$ cat config.mk
export PLATFORM = sky130hd
export DESIGN_NAME = biased_balanced_ternary_alu_top
export DESIGN_NICKNAME = d
export VERILOG_FILES = /design/src/rtl/bbt_pkg.sv /design/src/rtl/bbt_decode.sv /design/src/rtl/bbt_select.sv /design/src/rtl/bbt_div_step.sv /design/src/rtl/bbt_finish.sv /design/src/rtl/biased_balanced_ternary_alu_top.sv
export SDC_FILE = /design/constraint.sdc
export NUM_CORES = 2
export LEC_CHECK = 0
export BUFFER_PORTS_ARGS = -buffer_cell sky130_fd_sc_hd__buf_2
export CAP_MARGIN = 20
export CORE_MARGIN = 3
export CORE_UTILIZATION = 35
export CTS_CLUSTER_DIAMETER = 50
export DETAILED_ROUTE_END_ITERATION = 10
export MAX_ROUTING_LAYER = met4
export PLACE_DENSITY = 0.47
export SETUP_SLACK_MARGIN = 0.2
export SKIP_LAST_GASP = 1
export SLEW_MARGIN = 20
export SYNTH_ARGS = -nofsm -noshare
export SYNTH_HDL_FRONTEND = slang
export SYNTH_SLANG_ARGS = --single-unit
$ cat constraint.sdc
create_clock -name i_clk -period 24.6 [get_ports i_clk]
set_input_delay 4.92 -clock i_clk [delete_from_list [all_inputs] [get_ports i_clk]]
set_output_delay 4.92 -clock i_clk [all_outputs]
set_load 0.05 [all_outputs]
$ cat src/rtl/bbt_pkg.sv
`timescale 1ns / 1ps

package bbt_pkg;

    // Balanced ternary digits per word. The bias follows from it.
    localparam int TRIT_COUNT = 10;

    function automatic int calc_bias(input int trits);
        int p;
        p = 1;
        for (int i = 0; i < trits; i++) begin
            p = p * 3;
        end
        return (p - 1) / 2;
    endfunction

    localparam int BIAS = calc_bias(TRIT_COUNT);

    localparam int WORD_W = 16;
    localparam int CMD_W  = 3;

    localparam logic [WORD_W-1:0] ERR_CODE    = 16'hFFFF;
    localparam logic [WORD_W-1:0] BIAS_W      = WORD_W'(BIAS);
    localparam logic [WORD_W-1:0] TWO_BIAS_W  = WORD_W'(2 * BIAS);
    localparam logic signed [33:0] BIAS_S     = 34'(BIAS);

    // Restoring divider: two quotient bits per pipeline stage.
    localparam int DIV_BITS_PER_STAGE = 2;
    localparam int DIV_STAGES         = WORD_W / DIV_BITS_PER_STAGE;

    typedef enum logic [CMD_W-1:0] {
        CMD_ADD = 3'd0,
        CMD_SUB = 3'd1,
        CMD_MUL = 3'd2,
        CMD_DIV = 3'd3,
        CMD_MOD = 3'd4,
        CMD_NEG = 3'd5,
        CMD_ABS = 3'd6
    } t_cmd;

    // Decoded operands and the cheap results, after the first stage.
    typedef struct packed {
        t_cmd                cmd;
        logic                a_err;
        logic                b_err;
        logic signed [16:0]  va;
        logic signed [16:0]  vb;
        logic signed [17:0]  sum;
        logic signed [17:0]  diff;
        logic signed [33:0]  prod;
        logic [WORD_W-1:0]   neg_code;
        logic [WORD_W-1:0]   abs_code;
    } t_dec_item;

    // Item as it travels through the divider stages. For items that do not
    // divide, code already holds the final result.
    typedef struct packed {
        logic [WORD_W-1:0] code;
        logic              is_div;
        logic              is_mod;
        logic              neg_q;
        logic              neg_r;
        logic [WORD_W-1:0] num;
        logic [WORD_W-1:0] rem;
        logic [WORD_W-1:0] den;
    } t_div_item;

    // Range check and biased encoding of an exact balanced value.
    function automatic logic [WORD_W-1:0] enc_checked(input logic signed [33:0] v);
        logic [WORD_W-1:0] r;
        if (v < -BIAS_S || v > BIAS_S) begin
            r = ERR_CODE;
        end else begin
            r = WORD_W'(v + BIAS_S);
        end
        return r;
    endfunction

endpackage

$ cat src/rtl/bbt_decode.sv
`timescale 1ns / 1ps

module bbt_decode
    import bbt_pkg::*;
(
    input  logic              i_clk,
    input  logic              i_rst_n,
    input  logic              i_valid,
    output logic              o_ready,
    input  logic [CMD_W-1:0]  i_cmd,
    input  logic [WORD_W-1:0] i_operand_a,
    input  logic [WORD_W-1:0] i_operand_b,
    output logic              o_valid,
    input  logic              i_ready,
    output t_dec_item         o_item
);

    logic              r_valid;
    t_dec_item         r_item;
    t_dec_item         n_item;
    logic signed [16:0] va;
    logic signed [16:0] vb;

    assign va = $signed({1'b0, i_operand_a}) - $signed({1'b0, BIAS_W});
    assign vb = $signed({1'b0, i_operand_b}) - $signed({1'b0, BIAS_W});

    always_comb begin
        n_item.cmd      = t_cmd'(i_cmd);
        n_item.a_err    = (i_operand_a == ERR_CODE);
        n_item.b_err    = (i_operand_b == ERR_CODE);
        n_item.va       = va;
        n_item.vb       = vb;
        n_item.sum      = 18'(va) + 18'(vb);
        n_item.diff     = 18'(va) - 18'(vb);
        n_item.prod     = 34'(va) * 34'(vb);
        n_item.neg_code = TWO_BIAS_W - i_operand_a;
        // For a negative value, bias - v equals 2*bias - stored.
        n_item.abs_code = va[16] ? (TWO_BIAS_W - i_operand_a) : i_operand_a;
    end

    assign o_ready = !r_valid || i_ready;

    always_ff @(posedge i_clk) begin
        if (!i_rst_n) begin
            r_valid <= 1'b0;
        end else if (o_ready) begin
            r_valid <= i_valid;
            if (i_valid) begin
                r_item <= n_item;
            end
        end
    end

    assign o_valid = r_valid;
    assign o_item  = r_item;

endmodule

$ cat src/rtl/bbt_select.sv
`timescale 1ns / 1ps

module bbt_select
    import bbt_pkg::*;
(
    input  logic      i_clk,
    input  logic      i_rst_n,
    input  logic      i_valid,
    output logic      o_ready,
    input  t_dec_item i_item,
    output logic      o_valid,
    input  logic      i_ready,
    output t_div_item o_item
);

    logic      r_valid;
    t_div_item r_item;
    t_div_item n_item;
    logic      any_err;
    logic      div_zero;

    always_comb begin
        any_err  = i_item.a_err || i_item.b_err;
        div_zero = (i_item.vb == '0);

        n_item.code   = ERR_CODE;
        n_item.is_div = 1'b0;
        n_item.is_mod = (i_item.cmd == CMD_MOD);
        n_item.neg_q  = i_item.va[16] ^ i_item.vb[16];
        n_item.neg_r  = i_item.va[16];
        n_item.num    = i_item.va[16] ? WORD_W'(-i_item.va) : WORD_W'(i_item.va);
        n_item.den    = i_item.vb[16] ? WORD_W'(-i_item.vb) : WORD_W'(i_item.vb);
        n_item.rem    = '0;

        case (i_item.cmd)
            CMD_ADD: begin
                if (!any_err) begin
                    n_item.code = enc_checked(34'(i_item.sum));
                end
            end
            CMD_SUB: begin
                if (!any_err) begin
                    n_item.code = enc_checked(34'(i_item.diff));
                end
            end
            CMD_MUL: begin
                if (!any_err) begin
                    n_item.code = enc_checked(i_item.prod);
                end
            end
            CMD_DIV, CMD_MOD: begin
                n_item.is_div = !any_err && !div_zero;
            end
            CMD_NEG: begin
                if (!i_item.a_err) begin
                    n_item.code = i_item.neg_code;
                end
            end
            CMD_ABS: begin
                if (!i_item.a_err) begin
                    n_item.code = i_item.abs_code;
                end
            end
            default: begin
                n_item.code = ERR_CODE;
            end
        endcase
    end

    assign o_ready = !r_valid || i_ready;

    always_ff @(posedge i_clk) begin
        if (!i_rst_n) begin
            r_valid <= 1'b0;
        end else if (o_ready) begin
            r_valid <= i_valid;
            if (i_valid) begin
                r_item <= n_item;
            end
        end
    end

    assign o_valid = r_valid;
    assign o_item  = r_item;

    // A division never enters the divider with a zero divisor.
    a_div_den_nonzero: assert property (@(posedge i_clk) disable iff (!i_rst_n)
        r_valid && r_item.is_div |-> r_item.den != '0 && r_item.code == ERR_CODE)
        else $error("divide item with zero divisor or stale code");

endmodule

$ cat src/rtl/bbt_div_step.sv
`timescale 1ns / 1ps

module bbt_div_step
    import bbt_pkg::*;
(
    input  logic      i_clk,
    input  logic      i_rst_n,
    input  logic      i_valid,
    output logic      o_ready,
    input  t_div_item i_item,
    output logic      o_valid,
    input  logic      i_ready,
    output t_div_item o_item
);

    logic              r_valid;
    t_div_item         r_item;
    t_div_item         n_item;
    logic [WORD_W:0]   trial;
    logic [WORD_W:0]   sub;

    // Restoring division: shift in the next dividend bit, keep the
    // difference when the divisor fits.
    always_comb begin
        n_item = i_item;
        trial  = '0;
        sub    = '0;
        for (int k = 0; k < DIV_BITS_PER_STAGE; k++) begin
            trial = {n_item.rem, n_item.num[WORD_W-1]};
            sub   = trial - {1'b0, n_item.den};
            if (!sub[WORD_W]) begin
                n_item.rem = sub[WORD_W-1:0];
                n_item.num = {n_item.num[WORD_W-2:0], 1'b1};
            end else begin
                n_item.rem = trial[WORD_W-1:0];
                n_item.num = {n_item.num[WORD_W-2:0], 1'b0};
            end
        end
    end

    assign o_ready = !r_valid || i_ready;

    always_ff @(posedge i_clk) begin
        if (!i_rst_n) begin
            r_valid <= 1'b0;
        end else if (o_ready) begin
            r_valid <= i_valid;
            if (i_valid) begin
                r_item <= n_item;
            end
        end
    end

    assign o_valid = r_valid;
    assign o_item  = r_item;

    // The partial remainder stays below the divisor after every step.
    a_rem_below_den: assert property (@(posedge i_clk) disable iff (!i_rst_n)
        r_valid && r_item.is_div |-> r_item.rem < r_item.den)
        else $error("partial remainder not below divisor");

endmodule

$ cat src/rtl/bbt_finish.sv
`timescale 1ns / 1ps

module bbt_finish
    import bbt_pkg::*;
(
    input  logic              i_clk,
    input  logic              i_rst_n,
    input  logic              i_valid,
    output logic              o_ready,
    input  t_div_item         i_item,
    output logic              o_valid,
    input  logic              i_ready,
    output logic [WORD_W-1:0] o_result,
    output logic              o_error_flag
);

    logic              r_valid;
    logic [WORD_W-1:0] r_result;
    logic              r_error_flag;
    logic [WORD_W-1:0] n_result;
    logic [WORD_W-1:0] mag;
    logic              neg;

    // Quotient or remainder comes out as a magnitude; sign and range are
    // applied here before the biased encoding.
    always_comb begin
        mag = i_item.is_mod ? i_item.rem : i_item.num;
        neg = i_item.is_mod ? i_item.neg_r : i_item.neg_q;
        if (!i_item.is_div) begin
            n_result = i_item.code;
        end else if (mag > BIAS_W) begin
            n_result = ERR_CODE;
        end else if (neg) begin
            n_result = BIAS_W - mag;
        end else begin
            n_result = BIAS_W + mag;
        end
    end

    assign o_ready = !r_valid || i_ready;

    always_ff @(posedge i_clk) begin
        if (!i_rst_n) begin
            r_valid <= 1'b0;
        end else if (o_ready) begin
            r_valid <= i_valid;
            if (i_valid) begin
                r_result     <= n_result;
                r_error_flag <= (n_result == ERR_CODE);
            end
        end
    end

    assign o_valid      = r_valid;
    assign o_result     = r_result;
    assign o_error_flag = r_error_flag;

endmodule

$ cat src/rtl/biased_balanced_ternary_alu_top.sv
`timescale 1ns / 1ps

// Arithmetic unit for 16-bit words that hold a balanced ternary value in
// biased form (stored = value + 29524 for ten trits; 0xFFFF is the error
// sentinel). Each request carries a command (add, subtract, multiply,
// truncating divide, truncating remainder, negate, absolute value) and two
// operands, and produces exactly one result with an error flag that is set
// whenever the result is the sentinel. The unit is a fully pipelined
// datapath of eleven register stages: operand decode with the multiplier,
// result selection with range checks, eight radix-4 restoring divider
// stages, and a final stage that signs, checks and encodes the divider
// output and serves as the output register. A new request can be accepted
// in every cycle while the output side does not stall. Each stage has its
// own valid bit and holds its item while the stage after it is full and
// stalled, so bubbles are squeezed out and the input keeps accepting
// requests while a finished result waits to be taken, until all stages are
// full. There is no state to configure and reset only clears the valid bits.

module biased_balanced_ternary_alu_top
    import bbt_pkg::*;
(
    input  logic        i_clk,
    input  logic        i_rst_n,

    input  logic        s_axis_tvalid,
    output logic        s_axis_tready,
    // [2:0] cmd, [18:3] operand_a, [34:19] operand_b, [39:35] zero
    input  logic [39:0] s_axis_tdata,

    output logic        m_axis_tvalid,
    input  logic        m_axis_tready,
    // [15:0] result
    output logic [15:0] m_axis_tdata,
    // [0] error_flag
    output logic        m_axis_tuser
);

    logic      dec_valid;
    logic      dec_ready;
    t_dec_item dec_item;

    logic      div_valid [DIV_STAGES+1];
    logic      div_ready [DIV_STAGES+1];
    t_div_item div_item  [DIV_STAGES+1];

    // Stage 1: decode operands, add, subtract, multiply, negate, abs.
    bbt_decode u_decode (
        .i_clk       (i_clk),
        .i_rst_n     (i_rst_n),
        .i_valid     (s_axis_tvalid),
        .o_ready     (s_axis_tready),
        .i_cmd       (s_axis_tdata[2:0]),
        .i_operand_a (s_axis_tdata[18:3]),
        .i_operand_b (s_axis_tdata[34:19]),
        .o_valid     (dec_valid),
        .i_ready     (dec_ready),
        .o_item      (dec_item)
    );

    // Stage 2: range checks, error handling and divider setup.
    bbt_select u_select (
        .i_clk   (i_clk),
        .i_rst_n (i_rst_n),
        .i_valid (dec_valid),
        .o_ready (dec_ready),
        .i_item  (dec_item),
        .o_valid (div_valid[0]),
        .i_ready (div_ready[0]),
        .o_item  (div_item[0])
    );

    // Divider stages, two quotient bits each. Items that do not divide
    // simply ride along with their result already settled.
    for (genvar g = 0; g < DIV_STAGES; g++) begin : g_div
        bbt_div_step u_step (
            .i_clk   (i_clk),
            .i_rst_n (i_rst_n),
            .i_valid (div_valid[g]),
            .o_ready (div_ready[g]),
            .i_item  (div_item[g]),
            .o_valid (div_valid[g+1]),
            .i_ready (div_ready[g+1]),
            .o_item  (div_item[g+1])
        );
    end

    // Final stage and output register.
    bbt_finish u_finish (
        .i_clk        (i_clk),
        .i_rst_n      (i_rst_n),
        .i_valid      (div_valid[DIV_STAGES]),
        .o_ready      (div_ready[DIV_STAGES]),
        .i_item       (div_item[DIV_STAGES]),
        .o_valid      (m_axis_tvalid),
        .i_ready      (m_axis_tready),
        .o_result     (m_axis_tdata),
        .o_error_flag (m_axis_tuser)
    );

    // Reset empties the pipeline, so no result appears right after it.
    a_reset_empties: assert property (@(posedge i_clk)
        !i_rst_n |=> !m_axis_tvalid)
        else $error("result valid right after reset");

    // With the output register empty, every stage can move, so the input
    // side must be ready.
    a_empty_out_ready: assert property (@(posedge i_clk) disable iff (!i_rst_n)
        !m_axis_tvalid |-> s_axis_tready)
        else $error("input stalled while output register is empty");

endmodule

==> flow_summary.yaml <==
status:
  outcome: "finished clean"
clocking:
  cts_resized: 0
  clock_latency_ps: 720
  numCtsBuffers: 103
  cts_post_setup_buffers_inserted: 0
  cts.sinks: 746
  clk_pin_slew_ps: 60
  cts_tree: "built"
  root_buffer: "clkbuf_16"
  cts_max_level: 3
  cts_buffer_depth: 3
  postCtsHoldBufs: 0
route:
  wl_per_cell_um: 18.1
  drc: 0
  vias_per_cell: 5.04
  totalWireLength_um: 134000
  drt_iter0_drc: 2154
  num_vias: 37200
  detail-route-antenna-nets: 0
  dr.pass1.iters: 5
placement:
  pre_cts_slack_ps: 10030
  io_buffers: 57
  placedCellCount: 7189
  dp_hpwl_um: 106000
  place_congestion: 0.848
cells_and_area:
  final_util_pct: 39.6
  fillers: 15000
  areaGrowthSynthToFinish_pct: 12.0
  layout.cells.non_filler: 7382
  nets: 5995
  drive_gt1_share_pct: 8.47
synthesis:
  async_reset_ff_share_pct: 0
  syn_inst: 5137
  ys_top_cells_by_count: "edfxtp_1 (735), inv_1 (619), nand2_1 (442)"
  ys_seq_area_share_pct: 40.8
  ys.flop_type: "edfxtp_1"
  syn_area_um2: 54600
  synth.most_common_cell: "edfxtp_1"
  ys_warn_count: 0
  synth-edff-count: 735
  syn_area_per_cell_um2: 10.6
  yosysTopAreaCell: "edfxtp_1"
  synth-seq-cells: 746
  synthDominantCellAreaShare_pct: 40.4
  ys_types: 101
  synth.area.top_cells: "edfxtp_1 (40%), fa_1 (11%), ha_1 (8.9%)"
global_route:
  grt_start_max_net_pins: 76
  overflow: 0
  track_usage_pct: 17.2
  grt_pass1_wl_um: 214000
  grt_pass1_vias: 38000
  antenna_found_initial: 4
setup_path:
  critPathArrivalTime_ps: 14120
  reg2reg_from: "g_div[2].u_step.o_item[47]"
  cp-end-kind: "register"
  cp.required_ps: 25020
  cp-startpoint: "s_axis_tdata[5]"
  cp_common_cell: "fa_1"
  cp-start-kind: "input port"
  worstSetupPathType: "input port to register"
  crit_slowest_cell: "fa_1"
  crit_fanout: 19
  slowest_delay_ps: 940
sta:
  maxSlewHeadroom_pct: 16.3
  slew_viol_final: 0
  rsz0062_at_grt: "no"
  hold_viol_final: 0
  worst_slew_pin_slew_ps: 1220
  finClkSkew_ps: 51.3
  holdWs_ps: 377
  timing.setup.tns_ps: 0
  setup_viol: 0
  setup_ws_ps: 10890
  finalWorstPathRequiredPeriod_ps: 13710
  clock.fmax_mhz: 73.0
  min_period_over_period_pct: 55.7
job:
  maxCapViolations: 0
floorplanning:
  die_y_um: 401
  ioPinCount: 63
  dieArea_um2: 161000
  start_util_pct: 35.3
  core_um2: 155000
  fp-row-count: 144
  die_x_um: 401
worst_hold_path:
  hp-start: "g_div[0].u_step.o_item[44]"
  hold_class: "register to register"
power:
  p_leak_nw: 24.7
  p_per_area_nw_per_um2: 137
  ir_drop_mv: 0.769
==> flip-flops by register name, summed over array words and instances (netlist names) <==
signal and flops:
g_div.u_step.o_item 528, g_div.u_step.o_valid 8, u_decode.o_item 138, u_decode.o_valid 1, u_finish.o_error_flag 1, u_finish.o_result 16, u_finish.o_valid 1, u_select.o_item 52
u_select.o_valid 1
==> power breakdown <==
| part | internal (mW) | leakage [nW] | switching (mW) | total (mW) |
|---|---|---|---|---|
| registers | 1.72 | 6.65 | 0.0459 | 1.77 |
| clock network | 0.878 | 1.70 | 0.603 | 1.48 |
| logic | 2.17 | 16.3 | 2.94 | 5.12 |
==> placed cells by master (no fill, tap or decap), types with 61 or more instances in the layout <==
cell type / instances
a21oi_1: 244
and3_1: 61
buf_4: 66
clkbuf_16: 104
edfxtp_1: 735
fa_1: 313
ha_1: 388
inv_1: 619
mux2_2: 65
nand2_1: 442
nand3_1: 80
nor2_1: 382
nor2b_1: 63
nor3_1: 78
o21a_1: 86
o21ai_0: 248
xnor2_1: 258
xor2_1: 97
==> path summary, 6_finish.rpt <==
| path | to | slack, ps | cells after the start |
|---|---|---|---|
| worst max-delay path | u_decode.o_item[64] | 10890 | 27 |
| worst min-delay path | g_div[1].u_step.o_item[46] | 380 | 0 |
| worst max register to register | g_div[3].u_step.o_item[20] | 17150 | 25 |
| worst min register to register | g_div[1].u_step.o_item[46] | 380 | 0 |
==> through the flow <==
step / cell area [µm²] / total power [mW]
after CTS: 61200 / 8.50
after global placement: 57600 / 6.95
after global routing: 61200 / 9.22
final: 61200 / 8.36
after detailed placement: 57700 / 6.90
after floorplan: 54700 / 5.58
==> final cells by class <==
cell class              count  area (µm²)  share of cell area, %
multi-input cells        3646       29700                   48.5
inverters                 630        2360                   3.86
diodes                      2        5.00                0.00818
clock inverters            79         868                   1.42
flip-flops and latches    746       22300                   36.4
clock buffers             112        2630                   4.30
well taps                2044        2560                   4.18
repair buffers            123         781                   1.28
==> layer usage <==
| metal | global-route usage [%] | share of wire (%) | vias up |
|---|---|---|---|
| li1 | - | - | 18400 |
| met1 | 22.3 | 46 | 18000 |
| met2 | 28.0 | 47 | 623 |
| met3 | 2.76 | 4.1 | 206 |
| met4 | 4.68 | 2.7 | 0 |
| met5 | - | 0 | - |
==> critical path: cells and delay by family <==
| family | cells | cell delay (ps) |
|---|---|---|
| xor+xnor | 1 | 130 |
| buf+inv | 5 | 1620 |
| compound gates | 8 | 2180 |
| simple gates | 5 | 960 |
| fa+ha+maj | 8 | 4280 |
==> logic make-up after synthesis <==
logic type	share of synthesized area, %
AND/OR/NAND/NOR	11.4
buffers and inverters	5.25
adder cells (fa/ha/maj)	20.4
XOR/XNOR	6.03
other	0.00686
multiplexers	2.58
AO/OA/AOI/OAI	13.6
flip-flops	40.8
Power figures use the tool's default switching activity.
